$ cat config.mk
export PLATFORM = sky130hd
export DESIGN_NAME = bdmt_fifo
export DESIGN_NICKNAME = d
export VERILOG_FILES = /design/src/bdmt_pkg.sv /design/src/bdmt_fifo.sv
export SDC_FILE = /design/constraint.sdc
export NUM_CORES = 1
export LEC_CHECK = 0
export ABC_AREA = 1
export BUFFER_PORTS_ARGS = -buffer_cell sky130_fd_sc_hd__buf_2
export CORE_MARGIN = 2
export CORE_UTILIZATION = 58
export CTS_BUF_LIST = sky130_fd_sc_hd__clkbuf_8
export CTS_CLUSTER_SIZE = 28
export DETAILED_ROUTE_END_ITERATION = 10
export HOLD_SLACK_MARGIN = 0.02
export PLACE_DENSITY = 0.87
export REMOVE_ABC_BUFFERS = 1
export SLEW_MARGIN = 5
export SYNTH_ARGS = -nofsm -noshare
export SYNTH_HDL_FRONTEND = slang
export SYNTH_SLANG_ARGS = --single-unit
export TNS_END_PERCENT = 30
$ cat constraint.sdc
create_clock -name clock -period 21.7 [get_ports clock]
set_clock_uncertainty 0.05 [all_clocks]
set_input_delay 4.34 -clock clock [delete_from_list [all_inputs] [get_ports clock]]
set_output_delay 4.34 -clock clock [all_outputs]
set_load 0.05 [all_outputs]
$ cat src/bdmt_pkg.sv
`default_nettype none
package bdmt_pkg;

   // Source frame limits and the derived address width of the column store.
   localparam int MaxWidth  = 4096;
   localparam int MaxHeight = 4096;
   localparam int ColW      = $clog2(MaxWidth);
   localparam int SideW     = 13;
   localparam int CntW      = 25;
   localparam int SumW      = 32;
   localparam int CsrIdxW   = 3;
   localparam int CsrDataW  = 13;

   localparam logic [SideW-1:0] MaxWidthSide  = SideW'(MaxWidth);
   localparam logic [SideW-1:0] MaxHeightSide = SideW'(MaxHeight);

   // Register indexes of the configuration port.
   localparam logic [CsrIdxW-1:0] CsrSrcWidth   = 3'd0;
   localparam logic [CsrIdxW-1:0] CsrSrcHeight  = 3'd1;
   localparam logic [CsrIdxW-1:0] CsrMaxSide    = 3'd2;
   localparam logic [CsrIdxW-1:0] CsrMaskEnable = 3'd3;
   localparam logic [CsrIdxW-1:0] CsrInvertMask = 3'd4;

   // Tint constants.
   localparam logic [7:0] TintOffset = 8'd150;
   localparam logic [7:0] MaskThresh = 8'd127;
   localparam logic [8:0] RecipThird = 9'd171;   // 171 / 512 ~ 1/3, exact for 8-bit values
   localparam int         RecipShift = 9;

   typedef struct packed {
      logic [7:0] red;
      logic [7:0] green;
      logic [7:0] blue;
      logic [7:0] mask_value;
   } req_type;

   typedef struct packed {
      logic [7:0] out_red;
      logic [7:0] out_green;
      logic [7:0] out_blue;
      logic       tinted;
      logic       row_end;
      logic       frame_end;
   } rsp_type;

   typedef struct packed {
      logic [SideW-1:0] width;
      logic [SideW-1:0] height;
      logic [SideW-1:0] side_budget;
      logic             mask_enable;
      logic             invert_mask;
   } cfg_type;

   // One finished block handed from the front end to the back end.
   typedef struct packed {
      logic [SumW-1:0] sum_red;
      logic [SumW-1:0] sum_green;
      logic [SumW-1:0] sum_blue;
      logic [CntW-1:0] count;
      logic            tint;
      logic            row_end;
      logic            frame_end;
   } job_type;

   // Queue status seen by the front end.
   typedef struct packed {
      logic full;
      logic empty;
   } qstat_type;

   typedef struct packed {
      logic [SumW-1:0] sum_red;
      logic [SumW-1:0] sum_green;
      logic [SumW-1:0] sum_blue;
      logic [CntW-1:0] kept;
   } acc_type;

endpackage
`default_nettype wire

$ cat src/bdmt_fifo.sv
`default_nettype none
module bdmt_fifo
   import bdmt_pkg::*;
(
   input  wire logic      clock,
   input  wire logic      reset,
   input  wire logic      push,
   input  wire job_type   push_data,
   input  wire logic      pop,
   output job_type        pop_data,
   output qstat_type      stat
);

   job_type    slot_ff [2];
   logic       wr_ptr_ff;
   logic       rd_ptr_ff;
   logic [1:0] fill_ff;

   always_ff @(posedge clock) begin
      if (reset) begin
         wr_ptr_ff <= 1'b0;
         rd_ptr_ff <= 1'b0;
         fill_ff   <= 2'd0;
      end else begin
         if (push) begin
            wr_ptr_ff <= ~wr_ptr_ff;
         end
         if (pop) begin
            rd_ptr_ff <= ~rd_ptr_ff;
         end
         if (push && !pop) begin
            fill_ff <= fill_ff + 2'd1;
         end else if (pop && !push) begin
            fill_ff <= fill_ff - 2'd1;
         end
      end
   end

   always_ff @(posedge clock) begin
      if (push) begin
         slot_ff[wr_ptr_ff] <= push_data;
      end
   end

   assign pop_data   = slot_ff[rd_ptr_ff];
   assign stat.full  = (fill_ff == 2'd2);
   assign stat.empty = (fill_ff == 2'd0);

endmodule
`default_nettype wire

==> results.tsv, run 1 <==
metric	value	unit
synthesis.area	9420	µm²
synth_top_area_share	79.1	%
cts.repair.resized	0	
grt_usage	20.6	%
hold_viol_final	0	
synth_edf_count	248	
core_area	15900	µm²
grt.overflow.total	0	
multiInputGateArea	1720	µm²
postCtsHoldBufs	0	
worstPathArrival	3.09	ns
worstSetupStartpointType	flop	
slew_headroom	25.0	%
clkLatencyLatePin	0.50	ns
netlist.top_cell.by_area	edfxtp_1	
hpwl	11900	µm
tritoncts	done	
yosysMostFrequentCell	edfxtp_1	
grt_pass1_vias	5333	
placed_area	10900	µm²
drive_gt1_share	59.1	%
ir_worst_vdd	0.0000668	V
antenna_left	0	
tns	0	ns
syn2layout_area_growth	22.9	%
p_per_area	96.1	nW/µm²
start_util	59.3	%
wire_per_inst	19.2	µm
syn_inst	419	
regArea	7550	µm²
leakagePower	4.57	nW
final_util	72.8	%
num_vias	4959	
synth_top_cells_by_area	edfxtp_1 79%, mux2_4 9.6%, mux2_2 7.7%	
synth_common_cells	248 x edfxtp_1, 64 x mux2_2, 60 x mux2_4, 9 x inv_1, 8 x buf_6	
worst_ep_required_time	17.31	ns
place_inst	878	
dominantRegCellSynth	edfxtp_1	
drcViolationCount	0	
avgViaCountPerCell	5.24	
drv_slew	0	
status	finished clean	
drv_cap	0	
post-cts-setup-buffers	0	
io_pins	254	
die-area	17300	µm²
routed_wl	18200	µm
yosysSeqAreaShare	80.2	%
syn_area_per_cell	22.5	µm²
fillCellCount	982	
async_flop_share	0	%
max-clock-path-buffers	3	
critPathMaxFanout	73	
hp-class	reg2reg	
synth.distinct_cells	16	
worstSetupPathType	reg2out	
fp.dieW	131	µm
final_cells	946	
fp.dieH	131	µm
min_period	7.48	ns
tightestPinTransition	1.13	ns
rsz0062_at_grt	no	
htree_levels	2	
clkSlewWorstSetupHoldPaths	0.06	ns
cts.sinks	253	
setup_violations	0	
ys_ff_latch	253	
min_period_over_period	34.5	%
globalplace.congestion	0.742	
whs	0.480	ns
grt_pass1_wl	27800	µm
fmax	134	MHz
cts_buffers	39	
drtPass1Iterations	5	
stdcell_area	11600	µm²
grt_antenna_before_repair	3	
io_buffers	253	
yosys_warnings	0	
num_rows	46	
grt_max_degree	79	
layout.nets	832	
endpoint_kind	output port	
drt_iter0_drc	309	
cts_root_buffer	clkbuf_8	
[through the flow]
step / setup slack [ns] / total power, mW
after detailed placement: 14.71 / 0.776
after CTS: 14.14 / 1.12
after global routing: 14.03 / 1.15
final: 14.22 / 1.11
after global placement: 14.77 / 0.769
after floorplan: 11.47 / 0.736
[kinds of logic (layout without fill, tap and decap cells)]
logic type / count (synthesis) / after routing / share of synthesized area [%]
xor gates and xnor gates: 1 / 1 / 0.0930
muxes: 124 / 124 / 17.2
and+or+nand+nor: 15 / 15 / 0.651
AOI/OAI and AO/OA: 2 / 2 / 0.106
adders and majority gates: 1 / 1 / 0.133
DFF: 253 / 253 / 80.2
other: 0 / 2 / 0
buffers and inverters: 23 / 332 / 1.63
[power breakdown]
group / leakage, nW / internal [mW] / total (mW) / switching (mW)
sequential: 2.37 / 0.567 / 0.580 / 0.0130
clock: 0.408 / 0.184 / 0.346 / 0.162
combinational: 1.79 / 0.0575 / 0.186 / 0.129
total: 4.57 / 0.808 / 1.11 / 0.304
[per-layer routing]
layer | GRT usage, % | vias up | wire length, µm
met5 | 0 | - | 13
li1 | - | 2220 | -
met3 | 5.63 | 37 | 1340
met1 | 24.2 | 2457 | 7000
met4 | 9.12 | 2 | 452
met2 | 35.5 | 243 | 9380
[cell type report]
| cell class | instances | share of cell area [%] |
|---|---|---|
| clock inverter | 22 | 0.735 |
| antenna | 2 | 0.0433 |
| tap | 216 | 2.34 |
| sequential | 253 | 65.3 |
| clock buffer | 44 | 5.23 |
| multi-input combinational | 143 | 14.9 |
| timing repair buffer | 257 | 11.2 |
| inverter | 9 | 0.314 |
[worst paths after layout]
| path | startpoint | end | slack, ns | cells after the start |
|---|---|---|---|---|
| worst min-delay path | rd_ptr_ff | rd_ptr_ff | 0.48 | 2 |
| worst max register to register | wr_ptr_ff | slot_ff[1][0] | 19.28 | 3 |
| worst max-delay path | flop | pop_data[1] | 14.22 | 3 |
| worst min register to register | rd_ptr_ff | rd_ptr_ff | 0.48 | 2 |
[critical path: stages (launching register included)]
cell	delay (ns)
dfxtp_4	1.08
buf_4	0.79
mux2_2	0.43
buf_2	0.21
[sequential cells by signal, summed over array words and instances (netlist names), named ones only]
name and cells:
rd_ptr_ff 1, wr_ptr_ff 1, slot_ff 248, fill_ff 2
[placed cells by master, fill, tap and decap left out, drive strengths merged]
cell / n
buf: 257
edfxtp: 248
mux2: 124
clkbuf: 44
inv: 23
clkinv: 8
nor2: 7
nand2: 5
dfxtp: 5
diode: 2
xnor2: 1
o21ai: 1
a21oi: 1
nor3: 1
nand3: 1
nand4: 1
ha: 1
Power figures use the tool's default switching activity.
==> inputs of run 2 (changes only) <==
CORE_UTILIZATION = 49   (was 58)
PLACE_DENSITY = 0.78   (was 0.87)
clock period = 6.15 ns   (was 21.7 ns; I/O delays follow)
==> run 2 against run 1 <==
First-iteration DRC count decreased by 42%. Largest power group unchanged. Largest cell class unchanged. Combinational power increased to 3.5 times the previous value. Cell count increased by 1.9%.
==> results.tsv, run 2 (synthesis gave the netlist of run 1 again) <==
metric	value	unit	change
fp.dieW	143	µm	was 131 µm
drive_gt1_share	59.4	%	was 59.1%
fillCellCount	1352		was 982
start_util	50.2	%	was 59.3%
setup_violations	0		unchanged
io_pins	254		unchanged
avgViaCountPerCell	4.98		was 5.24
tightestPinTransition	1.10	ns	was 1.13 ns
routed_wl	17400	µm	was 18200 µm
regArea	7550	µm²	unchanged
drt_iter0_drc	180		was 309
whs	0.466	ns	was 0.480 ns
grt_max_degree	84		was 79
critPathMaxFanout	71		was 73
cts_buffers	41		was 39
antenna_left	0		unchanged
clkLatencyLatePin	0.51	ns	was 0.50 ns
hold_viol_final	0		unchanged
crit_chain	buf_12, mux2_2, buf_2		was buf_4, mux2_2, buf_2
globalplace.congestion	0.748		was 0.742
largest_reg_flops	248		unchanged
grt.overflow.total	0		unchanged
layout.nets	834		was 832
clkSlewWorstSetupHoldPaths	0.06	ns	about the same
rsz0062_at_grt	no		unchanged
cp_slowest_cell	dfxtp_4		unchanged
grt_pass1_vias	5004		was 5333
largest-register	slot_ff		unchanged
hpwl	11300	µm	was 11900 µm
htree_levels	2		unchanged
stdcell_area	11600	µm²	about the same
syn2layout_area_growth	23.6	%	was 22.9%
tns	0	ns	unchanged
grt_pass1_wl	25300	µm	was 27800 µm
placed_area	10900	µm²	about the same
grt_usage	16.3	%	was 20.6%
min_period_over_period	63.4	%	
tritoncts	done		unchanged
status	finished clean		unchanged
num_rows	50		was 46
layout_commonest_cell	buf_2		unchanged
ir_worst_vdd	0.000217	V	was 0.0000668 V
drv_cap	0		unchanged
slew_headroom	27.0	%	was 25.0%
cpPeakStageDelay	0.90	ns	was 1.08 ns
min_period	3.90	ns	
io_buffers	253		unchanged
drv_slew	0		unchanged
endpoint_kind	output port		unchanged
grt_antenna_before_repair	4		was 3
postCtsHoldBufs	0		unchanged
post-cts-setup-buffers	0		unchanged
leakagePower	4.59	nW	was 4.57 nW
hp-class	reg2reg		unchanged
multiInputGateArea	1720	µm²	unchanged
worstSetupPathType	reg2out		unchanged
core_area	18800	µm²	was 15900 µm²
drtPass1Iterations	4		was 5
worst_ep_required_time	4.87	ns	was 17.31 ns
power.total	3.98	mW	was 1.11 mW
fp.dieH	143	µm	was 131 µm
wire_per_inst	18.0	µm	was 19.2 µm
worstPathArrival	2.62	ns	was 3.09 ns
drcViolationCount	0		unchanged
die-area	20300	µm²	was 17300 µm²
final_util	62.0	%	was 72.8%
worst-path-buf-inv	2		unchanged
max-clock-path-buffers	3		unchanged
top_regs	slot_ff (248), fill_ff (2)		unchanged
cts.sinks	253		unchanged
cts.repair.resized	0		unchanged
crit_family	flip-flops		unchanged
fmax	257	MHz	
p_per_area	342	nW/µm²	was 96.1 nW/µm²
cts_root_buffer	clkbuf_8		unchanged
num_vias	4802		was 4959
mostFrequentLayoutCells	253 x buf_2, 248 x edfxtp_1, 64 x mux2_2, 60 x mux2_4, 44 x clkbuf_8		unchanged
worstSetupStartpointType	flop		unchanged
run 2: cell types whose count changed in the layout (fill, tap and decap cells not counted), sizes merged:
cell | before | now
bufinv | 0 | 1
diode | 2 | 1
run 2: worst paths after layout:
kind	start	to	slack [ns]	depth (start not counted)
hold / removal	rd_ptr_ff	rd_ptr_ff	0.47	2
hold reg to reg	rd_ptr_ff	rd_ptr_ff	0.47	2
setup reg to reg	wr_ptr_ff	slot_ff[1][56]	3.71	3
setup / recovery	flop	pop_data[21]	2.25	3
run 2: metal layers:
| layer | part of all wire, % | wire length, µm | global-route usage, % |
|---|---|---|---|
| met5 | 0.16 | 27 | 0 |
| met4 | 3.3 | 574 | 7.30 |
| met3 | 8.1 | 1410 | 5.70 |
| met2 | 50 | 8610 | 27.0 |
| met1 | 39 | 6730 | 19.3 |
run 2: power breakdown:
group          leakage [nW]  switching, mW  total (mW)  internal (mW)
Sequential             2.37         0.0385        2.04           2.00
Clock                 0.427          0.590        1.29          0.695
Combinational          1.79          0.456       0.659          0.203
run 2: area by class of cell:
type                       count  area share [%]
antenna                        1          0.0215
clock buffer                  44            5.20
clock inverter                23            1.04
inverter                       9           0.312
multi-input combinational    143            14.8
sequential                   253            64.9
tap                          234            2.52
timing repair buffer         257            11.2
run 2: per-stage QoR:
stage	setup slack [ns]	instances
after CTS	2.23	963
after detailed placement	2.76	896
after floorplan	-0.969	405
after global placement	2.84	896
after global routing	2.16	964
final	2.25	964
run 2: worst register-to-register path, stage by stage, from the launching register on:
cell,delay [ns]
dfxtp_1,0.39
nand2_1,0.11
inv_4,0.76
buf_4,0.74
