File: src/bdmt_pkg.sv
`default_nettype none
package bdmt_pkg;

   // Source frame limits and the derived address width of the column store.
   localparam int MaxWidth  = 4096;
   localparam int MaxHeight = 4096;
   localparam int ColW      = $clog2(MaxWidth);
   localparam int SideW     = 13;
   localparam int CntW      = 25;
   localparam int SumW      = 32;
   localparam int CsrIdxW   = 3;
   localparam int CsrDataW  = 13;

   localparam logic [SideW-1:0] MaxWidthSide  = SideW'(MaxWidth);
   localparam logic [SideW-1:0] MaxHeightSide = SideW'(MaxHeight);

   // Register indexes of the configuration port.
   localparam logic [CsrIdxW-1:0] CsrSrcWidth   = 3'd0;
   localparam logic [CsrIdxW-1:0] CsrSrcHeight  = 3'd1;
   localparam logic [CsrIdxW-1:0] CsrMaxSide    = 3'd2;
   localparam logic [CsrIdxW-1:0] CsrMaskEnable = 3'd3;
   localparam logic [CsrIdxW-1:0] CsrInvertMask = 3'd4;

   // Tint constants.
   localparam logic [7:0] TintOffset = 8'd150;
   localparam logic [7:0] MaskThresh = 8'd127;
   localparam logic [8:0] RecipThird = 9'd171;   // 171 / 512 ~ 1/3, exact for 8-bit values
   localparam int         RecipShift = 9;

   typedef struct packed {
      logic [7:0] red;
      logic [7:0] green;
      logic [7:0] blue;
      logic [7:0] mask_value;
   } req_type;

   typedef struct packed {
      logic [7:0] out_red;
      logic [7:0] out_green;
      logic [7:0] out_blue;
      logic       tinted;
      logic       row_end;
      logic       frame_end;
   } rsp_type;

   typedef struct packed {
      logic [SideW-1:0] width;
      logic [SideW-1:0] height;
      logic [SideW-1:0] side_budget;
      logic             mask_enable;
      logic             invert_mask;
   } cfg_type;

   // One finished block handed from the front end to the back end.
   typedef struct packed {
      logic [SumW-1:0] sum_red;
      logic [SumW-1:0] sum_green;
      logic [SumW-1:0] sum_blue;
      logic [CntW-1:0] count;
      logic            tint;
      logic            row_end;
      logic            frame_end;
   } job_type;

   // Queue status seen by the front end.
   typedef struct packed {
      logic full;
      logic empty;
   } qstat_type;

   typedef struct packed {
      logic [SumW-1:0] sum_red;
      logic [SumW-1:0] sum_green;
      logic [SumW-1:0] sum_blue;
      logic [CntW-1:0] kept;
   } acc_type;

endpackage
`default_nettype wire

File: src/bdmt_back.sv
`default_nettype none
module bdmt_back
   import bdmt_pkg::*;
(
   input  wire logic      clock,
   input  wire logic      reset,
   input  wire qstat_type qstat,
   input  wire job_type   job,
   output logic           pop,
   output logic           rsp_valid,
   output rsp_type        rsp_data,
   input  wire logic      rsp_stall
);

   typedef enum logic [1:0] {
      B_IDLE, B_DIV, B_OUT
   } bstate_type;

   bstate_type      state_ff;
   job_type         job_ff;
   logic [1:0]      ch_ff;
   logic [5:0]      cnt_ff;
   logic [SumW-1:0] num_ff;
   logic [CntW-1:0] rem_ff;
   logic [7:0]      avg_ff [3];
   logic            valid_ff;
   rsp_type         rsp_ff;

   logic [CntW:0]   trial;
   logic            qbit;
   logic [SumW-1:0] num_in;
   logic [CntW-1:0] rem_in;
   logic [15:0]     third [3];
   logic            out_free;
   rsp_type         rsp_in;

   assign trial  = {rem_ff, num_ff[SumW-1]};
   assign qbit   = (trial >= {1'b0, job_ff.count});
   assign rem_in = qbit ? CntW'(trial - {1'b0, job_ff.count}) : trial[CntW-1:0];
   assign num_in = {num_ff[SumW-2:0], qbit};

   always_comb begin
      for (int i = 0; i < 3; i++) begin
         third[i] = 16'(avg_ff[i]) * 16'(RecipThird);
      end
   end

   always_comb begin
      rsp_in.tinted    = job_ff.tint;
      rsp_in.row_end   = job_ff.row_end;
      rsp_in.frame_end = job_ff.frame_end;
      if (job_ff.tint) begin
         rsp_in.out_red   = 8'(third[0] >> RecipShift) + TintOffset;
         rsp_in.out_green = 8'(third[1] >> RecipShift);
         rsp_in.out_blue  = 8'(third[2] >> RecipShift);
      end else begin
         rsp_in.out_red   = avg_ff[0];
         rsp_in.out_green = avg_ff[1];
         rsp_in.out_blue  = avg_ff[2];
      end
   end

   assign out_free  = !valid_ff || !rsp_stall;
   assign pop       = (state_ff == B_IDLE) && !qstat.empty;
   assign rsp_valid = valid_ff;
   assign rsp_data  = rsp_ff;

   always_ff @(posedge clock) begin
      if (reset) begin
         state_ff <= B_IDLE;
         valid_ff <= 1'b0;
      end else begin
         if ((state_ff == B_OUT) && out_free) begin
            valid_ff <= 1'b1;
         end else if (valid_ff && !rsp_stall) begin
            valid_ff <= 1'b0;
         end
         case (state_ff)
            B_IDLE: begin
               if (pop) begin
                  job_ff   <= job;
                  num_ff   <= job.sum_red;
                  rem_ff   <= '0;
                  cnt_ff   <= '0;
                  ch_ff    <= '0;
                  state_ff <= B_DIV;
               end
            end
            B_DIV: begin
               if (cnt_ff == 6'(SumW - 1)) begin
                  avg_ff[ch_ff] <= num_in[7:0];
                  cnt_ff        <= '0;
                  rem_ff        <= '0;
                  ch_ff         <= ch_ff + 2'd1;
                  case (ch_ff)
                     2'd0: num_ff <= job_ff.sum_green;
                     2'd1: num_ff <= job_ff.sum_blue;
                     default: state_ff <= B_OUT;
                  endcase
               end else begin
                  num_ff <= num_in;
                  rem_ff <= rem_in;
                  cnt_ff <= cnt_ff + 6'd1;
               end
            end
            B_OUT: begin
               if (out_free) begin
                  rsp_ff   <= rsp_in;
                  state_ff <= B_IDLE;
               end
            end
            default: begin
               state_ff <= B_IDLE;
            end
         endcase
      end
   end

endmodule
`default_nettype wire

File: config.mk
export PLATFORM = sky130hd
export DESIGN_NAME = bdmt_back
export DESIGN_NICKNAME = d
export VERILOG_FILES = /design/src/bdmt_pkg.sv /design/src/bdmt_back.sv
export SDC_FILE = /design/constraint.sdc
export NUM_CORES = 1
export LEC_CHECK = 0
export ABC_AREA = 1
export BUFFER_PORTS_ARGS = -buffer_cell sky130_fd_sc_hd__buf_2
export CORE_ASPECT_RATIO = 2
export CORE_UTILIZATION = 26
export CTS_BUF_LIST = sky130_fd_sc_hd__clkbuf_8
export CTS_CLUSTER_DIAMETER = 120
export DETAILED_ROUTE_END_ITERATION = 6
export MAX_ROUTING_LAYER = met4
export PLACE_DENSITY = 0.46
export SYNTH_ARGS = -nofsm -noshare
export SYNTH_HDL_FRONTEND = slang
export SYNTH_SLANG_ARGS = --single-unit
File: constraint.sdc
create_clock -name clock -period 10.5 [get_ports clock]
set_input_delay 0.525 -clock clock [delete_from_list [all_inputs] [get_ports clock]]
set_output_delay 0.525 -clock clock [all_outputs]
set_load 0.1 [all_outputs]
==> reports/results.tsv, run 1 <==
metric	value	unit
max-slew violation count	0	
IO Port Bufs	156	
Post-layout nets	1828	
largest net degree at the start of global routing	52	
Post-DP Area	14900	um^2
vias in the first global route	10225	
net switching power figure	0.000528	W
highest clock rate	0.213	GHz
First-pass DRT Iterations	4	
Hold Vio Cnt, Final	0	
standard-cell rows	117	
post-place setup slack	5800	ps
Seq cells post-synth	211	
CORE AREA	50800	um^2
Finished Cell Area	15600	um^2
Max VDD drop	0.112	mV
via count	9618	
GRT Util Overall	13.8	%
RSZ-0062 raised after global routing	no	
full die area	52400	um^2
logic gate share of total power	11.5	%
CP startpoint	avg_ff[0][1]$_DFFE_PP_	
CP Data Arrival Time	5000	ps
CTS Buf Count	36	
Seq pwr share	50.5	%
setup_tns	0	ps
Hold Path Depth	1	
Hold Crit Class	in -> reg	
Netlist cell types	48	
layout cells sized above 1	16.4	%
I/O pin count	158	
PD cells	125	nW/um^2
# fillers	5291	
Final ANT Viol Nets	0	
synth warn	0	
worst-path fanout max	6	
cell taking the most area after synthesis	edfxtp_1	
r2r endpoint	rsp_data[26]$_DFFE_PP_	
number of antenna violations at the first check in global routing	7	
clk_skew	30.1	ps
clock tree buffer depth	3	
synthesized area	13400	um^2
CTS tree	done	
first-pass GRT wire length	53200	um
r2r worst-path depth	19	
Syn Inst Count	1334	
Clk pwr share	38.0	%
status	complete, no violations	
drt initial violations	339	
Post-CTS Setup Bufs	0	
die width	162	um
path type of the worst setup path	reg -> reg	
chip height	323	um
switch share	27.0	%
cells taking the most area after synthesis	edfxtp_1 (47%), ha_1 (14%), nand2_1 (6.3%)	
clock latency on the worst-skew pair	570	ps
htree depth	2	
vias per inst	4.38	
Post-synth EDFFs	208	
Commonest cells post-synth	nand2_1 (223), inv_1 (210), edfxtp_1 (208)	
Max Cap Viol	0	
Avg Synthesized Cell Area	10.0	um^2
gpl congestion	0.826	
# setup viols final	0	
starting density of the core	26.3	%
hpwl dp	26000	um
reg2reg setup slack	5810	ps
Rel. slew slack	42.0	%
Slew @ Worst Pin	858	ps
Worst Slack Setup Final	5810	ps
CP Data Required Time	10810	ps
hold-fix buffers at CTS	0	
Worst Hold Launch	job[0]	
P_int	0.00143	W
gr ovfl total	0	
most numerous cell in the Yosys netlist	nand2_1	
drt total wl	34300	um
top-area cell type share of the netlist area	46.7	%
DRC errors left	0	
clk slew on worst S/H paths	60	ps
Startpoint Class	flop	
Crit Reg-Reg Startpoint	avg_ff[0][1]$_DFFE_PP_	
cell chosen for the clock root	clkbuf_8	
Most used DFF post-synth	edfxtp_1	
CP Capture Type	flop	
sequential fraction of the synthesis area	47.2	%
clock tree sinks	211	
synthesis-to-layout area growth	16.7	%
Pleak	6.99	nW
CTS resizes	0	
Mapped Nets	1653	
Worst Hold Path EP	job_ff[0]$_DFFE_PP_	
ys async rst share	0	%
Final Cycle Share	44.7	%
Period minus WS final	4690	ps
Routed wire per std cell	15.6	um
overall power	0.00195	W
## final cells by class
cell class                      count  area (um^2)  share of cell area [%]
Multi-Input combinational cell    879         6120                    39.2
Antenna cell                        7         17.5                   0.112
Inverter                          216          811                    5.20
Tap cell                          654          818                    5.24
Clock buffer                       36          495                    3.17
Clock inverter                     29          194                    1.24
Sequential cell                   211         6310                    40.4
Timing Repair Buffer              165          848                    5.44
## worst max path at each step
stage	slack (ps)	end	cells after the start
2_1_floorplan	2940	job_ff[0]$_DFFE_PP_	1
3_3_place_gp	5830	rsp_data[26]$_DFFE_PP_	19
3_5_place_dp	5800	rsp_data[26]$_DFFE_PP_	19
4_1_cts	5820	rsp_data[26]$_DFFE_PP_	19
5_1_grt	5600	rsp_data[24]$_DFFE_PP_	20
6_report	5810	rsp_data[26]$_DFFE_PP_	19
## critical path, stage by stage, from the launching register on
cell,delay [ps]
edfxtp_1,530
ha_1,380
fa_1,490
fa_1,510
inv_1,50
fa_1,530
inv_1,50
ha_1,320
a21oi_1,290
nor2_1,70
nor2_1,180
nand3_1,120
and2_1,170
ha_1,200
inv_1,50
nand2_1,60
nand2_1,80
nand2_1,60
o21ai_0,180
o21ai_0,120
## routing by layer
layer / GRT usage (%) / part of all wire [%]
met5: - / 0
met4: 6.35 / 3.8
met3: 2.26 / 3.5
met2: 27.2 / 58
met1: 12.4 / 35
## cell usage in the layout (no fill, tap or decap), types with 6 or more instances in the layout
master and instances:
a21oi_2 14, clkinv_2 6, nand3_1 34, a21oi_1 69, edfxtp_1 208, nor2_1 148
clkinv_1 10, nand2_1 223, or2_2 6, buf_4 9, ha_1 153, xnor2_1 14
o21ai_0 43, nor3_1 7, diode_2 7, o311ai_1 25, fa_1 37, a21o_1 6
inv_1 218, o311ai_0 7, o21ai_1 21, o21bai_1 8, nand4_1 8, xor2_1 20
buf_2 156, clkbuf_8 36
## stage by stage
stage	cells	util, %	hold WS (ps)
floorplan	1334	-	400
global placement	2125	29.3	402
detailed placement	2125	29.3	419
CTS	2190	30.7	60.9
global route	2197	30.7	63.5
finish	2197	30.7	128
## power by group through the flow
stage               registers (W)  logic [W]  clock network [W]
floorplan                 0.00100   0.000155                  0
global placement          0.00100   0.000230                  0
detailed placement        0.00100   0.000231                  0
CTS                      0.000987   0.000232           0.000787
global route             0.000989   0.000255           0.000819
finish                   0.000986   0.000226           0.000743
## cell families (layout without fill, tap and decap cells)
logic type      Yosys count  count (layout)  synth area share, %
simple gates            444             444                 13.6
buf+inv                 244             446                 7.26
compound gates          211             211                 9.92
flops                   211             211                 47.2
fa+ha+maj               190             190                 19.9
xor+xnor                 34              34                 2.23
other cells               0               7                    0
## registers in the layout (all words and copies together) (netlist names)
register and cells:
avg_ff 24, ch_ff 2, cnt_ff 6, job_ff 92, num_ff 32, rem_ff 25
rsp_data 27, rsp_valid 1, state_ff 2
(Power assumes the default switching activity.)
==> inputs of run 2 (changes only) <==
Settings changed: ABC_AREA 1 to 0, PLACE_DENSITY 0.46 to 0.47.
Clock period 10.5 ns to 4.2 ns, I/O delays scaled along.
==> run 2 against run 1 <==
- via count is 3.9% lower
- non-clock buffer count is 165 higher
- global-route usage is 0.19 points lower
- core utilization is 4.0 points higher
- clock power grew to 2.8 times the previous value
- clock skew is 12 ps lower
- combinational power grew to 2.8 times the previous value
- synthesized cell count is 17% lower
- worst setup slack worse by 5800 ps
- sequential cell count stayed put
- critical endpoint is now rsp_data[24]$_DFFE_PP_
- largest cell class unchanged
- largest power group unchanged
==> reports/results.tsv, run 2 <==
metric	value	unit	change
status	complete, no violations		
commonest cells after routing, fill and taps aside	edfxtp_1 (208), buf_2 (156), inv_1 (154)		
number of antenna violations at the first check in global routing	3		-4
path type of the worst setup path	reg -> reg		
cell taking the most area after synthesis	edfxtp_1		
Post-DP Area	14800	um^2	-0.60%
CP peak stage delay	490	ps	-40 ps
layout cells sized above 1	21.8	%	+5.4 points
Largest register FFs	92		unchanged
# fillers	4985		-5.8%
CP Capture Type	flop		
most common cell after layout, fill and taps aside	edfxtp_1		
CP startpoint	avg_ff[0][3]$_DFFE_PP_		
Clk pwr share	39.9	%	+1.9 points
Syn Inst Count	1107		-17%
final std cells w/o fill	2121		-3.5%
Seq pwr share	47.8	%	-2.7 points
placed cells	1915		-9.9%
Biggest register	job_ff		
top-area cell type share of the netlist area	48.1	%	+1.4 points
hpwl dp	24000	um	-7.7%
die width	160	um	-1.4%
setup_tns	0	ps	unchanged
# setup viols final	0		unchanged
highest clock rate	0.240	GHz	+13%
Final ANT Viol Nets	0		unchanged
Crit Reg-Reg Startpoint	avg_ff[0][3]$_DFFE_PP_		
Startpoint Class	flop		
Rel. slew slack	26.1	%	-16 points
CTS Buf Count	38		+5.6%
cells taking the most area after synthesis	edfxtp_1 (48%), ha_1 (15%), fa_1 (5.7%)		
DRC errors left	0		unchanged
gr ovfl total	0		unchanged
Hold Crit Class	in -> reg		
post-place setup slack	-140	ps	-5940 ps
vias per inst	4.36		-0.48%
logic gate share of total power	12.3	%	+0.8 points
Hold Vio Cnt, Final	0		unchanged
full die area	50900	um^2	-2.8%
first-pass GRT wire length	52100	um	-2.2%
post-layout util	34.8	%	+4.0 points
CORE AREA	49200	um^2	-3.1%
Slew @ Worst Pin	1110	ps	+248 ps
clk_skew	17.6	ps	-12.5 ps
cell chosen for the clock root	clkbuf_8		
Worst Slack Setup Final	29.6	ps	-5780 ps
Netlist cell types	68		+42%
Post-synth EDFFs	208		unchanged
First-pass DRT Iterations	4		unchanged
most numerous cell on the critical path	fa_1		
RSZ-0062 raised after global routing	yes		
htree depth	2		unchanged
Commonest cells post-synth	edfxtp_1 (208), ha_1 (153), inv_1 (149)		
Final Cycle Share	99.3	%	+55 points
most numerous cell in the Yosys netlist	edfxtp_1		
CTS tree	done		
starting density of the core	26.4	%	+0.074 points
Routed wire per std cell	15.6	um	-0.14%
clk slew on worst S/H paths	60	ps	about the same
synthesis-to-layout area growth	31.7	%	
largest net degree at the start of global routing	93		+79%
Worst Hold Launch	qstat[0]		
standard-cell rows	115		-1.7%
Pleak	7.35	nW	+5.2%
Avg Synthesized Cell Area	11.7	um^2	+17%
worst-path fanout max	4		-2
Max VDD drop	0.246	mV	+120%
clock tree buffer depth	3		unchanged
PD cells	302	nW/um^2	+140%
drt initial violations	333		-1.8%
sequential fraction of the synthesis area	48.6	%	+1.4 points
CP Data Required Time	4520	ps	-6290 ps
GRT Util Overall	13.6	%	-0.19 points
IO Port Bufs	156		unchanged
gpl congestion	0.835		+1.2%
synthesized area	13000	um^2	-2.9%
P_int	0.00384	W	+170%
Seq cells post-synth	211		unchanged
clock latency on the worst-skew pair	560	ps	about the same
I/O pin count	158		unchanged
via count	9241		-3.9%
Critical-path top delay cell	fa_1		
ys async rst share	0	%	unchanged
switch share	25.6	%	-1.4 points
net switching power figure	0.00132	W	+150%
Post-layout nets	1767		-3.3%
drt total wl	33100	um	-3.6%
worst path cell trace	ha_4, fa_1, fa_1, inv_1, fa_1, inv_2, ha_4, and3_4, o31ai_4, nand3b_1, a21oi_2, xor2_1, ha_2, inv_2, a21oi_4, xnor2_1, mux2_4		
Max Cap Viol	0		unchanged
Mapped Nets	1426		-14%
Period minus WS final	4170	ps	-523 ps
Finished Cell Area	17100	um^2	+9.6%
clock tree sinks	211		unchanged
synth warn	0		unchanged
Most used DFF post-synth	edfxtp_1		
max-slew violation count	0		unchanged
chip height	318	um	-1.4%
CP Data Arrival Time	4490	ps	-510 ps
vias in the first global route	10043		-1.8%
[run 2: cell count changes after synthesis, sizes merged, moves of 9 or more]
| cell | previous run | this run |
|---|---|---|
| a21oi | 83 | 69 |
| mux2i | 0 | 53 |
| nand2 | 224 | 67 |
| inv | 214 | 149 |
| mux2 | 0 | 10 |
| o311ai | 32 | 2 |
| nor2b | 0 | 9 |
| nand3 | 36 | 13 |
| nor2 | 151 | 86 |
| o21ai | 67 | 53 |
| xnor2 | 14 | 25 |
| a211oi | 1 | 16 |
[run 2: final cells by class]
| class | count | area (um^2) | area share, % |
|---|---|---|---|
| inverters | 150 | 563 | 3.29 |
| clock inverters | 28 | 234 | 1.37 |
| repair buffers | 330 | 2420 | 14.2 |
| clock buffers | 39 | 537 | 3.14 |
| flip-flops and latches | 211 | 6310 | 36.9 |
| well taps | 643 | 805 | 4.70 |
| diodes | 3 | 7.51 | 0.0439 |
| multi-input cells | 717 | 6240 | 36.4 |
[run 2: layer usage]
| metal | global-route usage (%) | share of wire, % | up-vias |
|---|---|---|---|
| met1 | 12.4 | 35 | 4395 |
| met2 | 27.5 | 59 | 169 |
| li1 | - | - | 4610 |
| met4 | 5.57 | 3.3 | 0 |
| met5 | - | 0 | - |
| met3 | 1.68 | 2.7 | 67 |
[run 2: final timing paths]
path                                               end  slack, ps  depth (start not counted)
worst min-delay path              job_ff[26]$_DFFE_PP_        290                          3
worst max register to register  rsp_data[24]$_DFFE_PP_         30                         17
worst max-delay path            rsp_data[24]$_DFFE_PP_         30                         17
worst min register to register   rsp_data[1]$_DFFE_PP_        440                          0
[run 2: per-stage QoR]
stage	total power, W	hold slack, ps
floorplan	0.00287	279
global placement	0.00305	388
detailed placement	0.00306	388
CTS	0.00529	286
global route	0.00542	304
finish	0.00516	292
[run 2: repair_timing]
action / CTS / global route
pin swaps: 11 / 24
setup buffers: 2 / 7
hold buffers: 127 / 0
setup endpoints to repair: 3 / 14
resized for setup: 11 / 22
gates cloned: 0 / 0
endpoints found under the hold margin: 126 / 0
[run 2: critical path, delay by kind of cell (launching register included)]
family                     cells  cell delay, ps
AOI/OAI and AO/OA              3             380
xor gates and xnor gates       2             250
adders and majority gates      6            2090
buffers and inverters          3             150
DFF                            1             440
muxes                          1             250
and+or+nand+nor                2             350
[run 2: power groups by stage]
| stage | clock (W) | sequential (W) | combinational [W] |
|---|---|---|---|
| global placement | 0 | 0.00251 | 0.000545 |
| floorplan | 0 | 0.00249 | 0.000379 |
| finish | 0.00206 | 0.00247 | 0.000635 |
| CTS | 0.00217 | 0.00247 | 0.000647 |
| detailed placement | 0 | 0.00251 | 0.000548 |
| global route | 0.00223 | 0.00247 | 0.000707 |
[run 2: cell families after synthesis]
| group | share of synthesized area [%] |
|---|---|
| AND/OR/NAND/NOR | 8.00 |
| XOR/XNOR | 2.97 |
| multiplexers | 4.95 |
| flip-flops | 48.6 |
| adder cells (fa/ha/maj) | 20.4 |
| buffers and inverters | 5.35 |
| AO/OA/AOI/OAI | 9.75 |
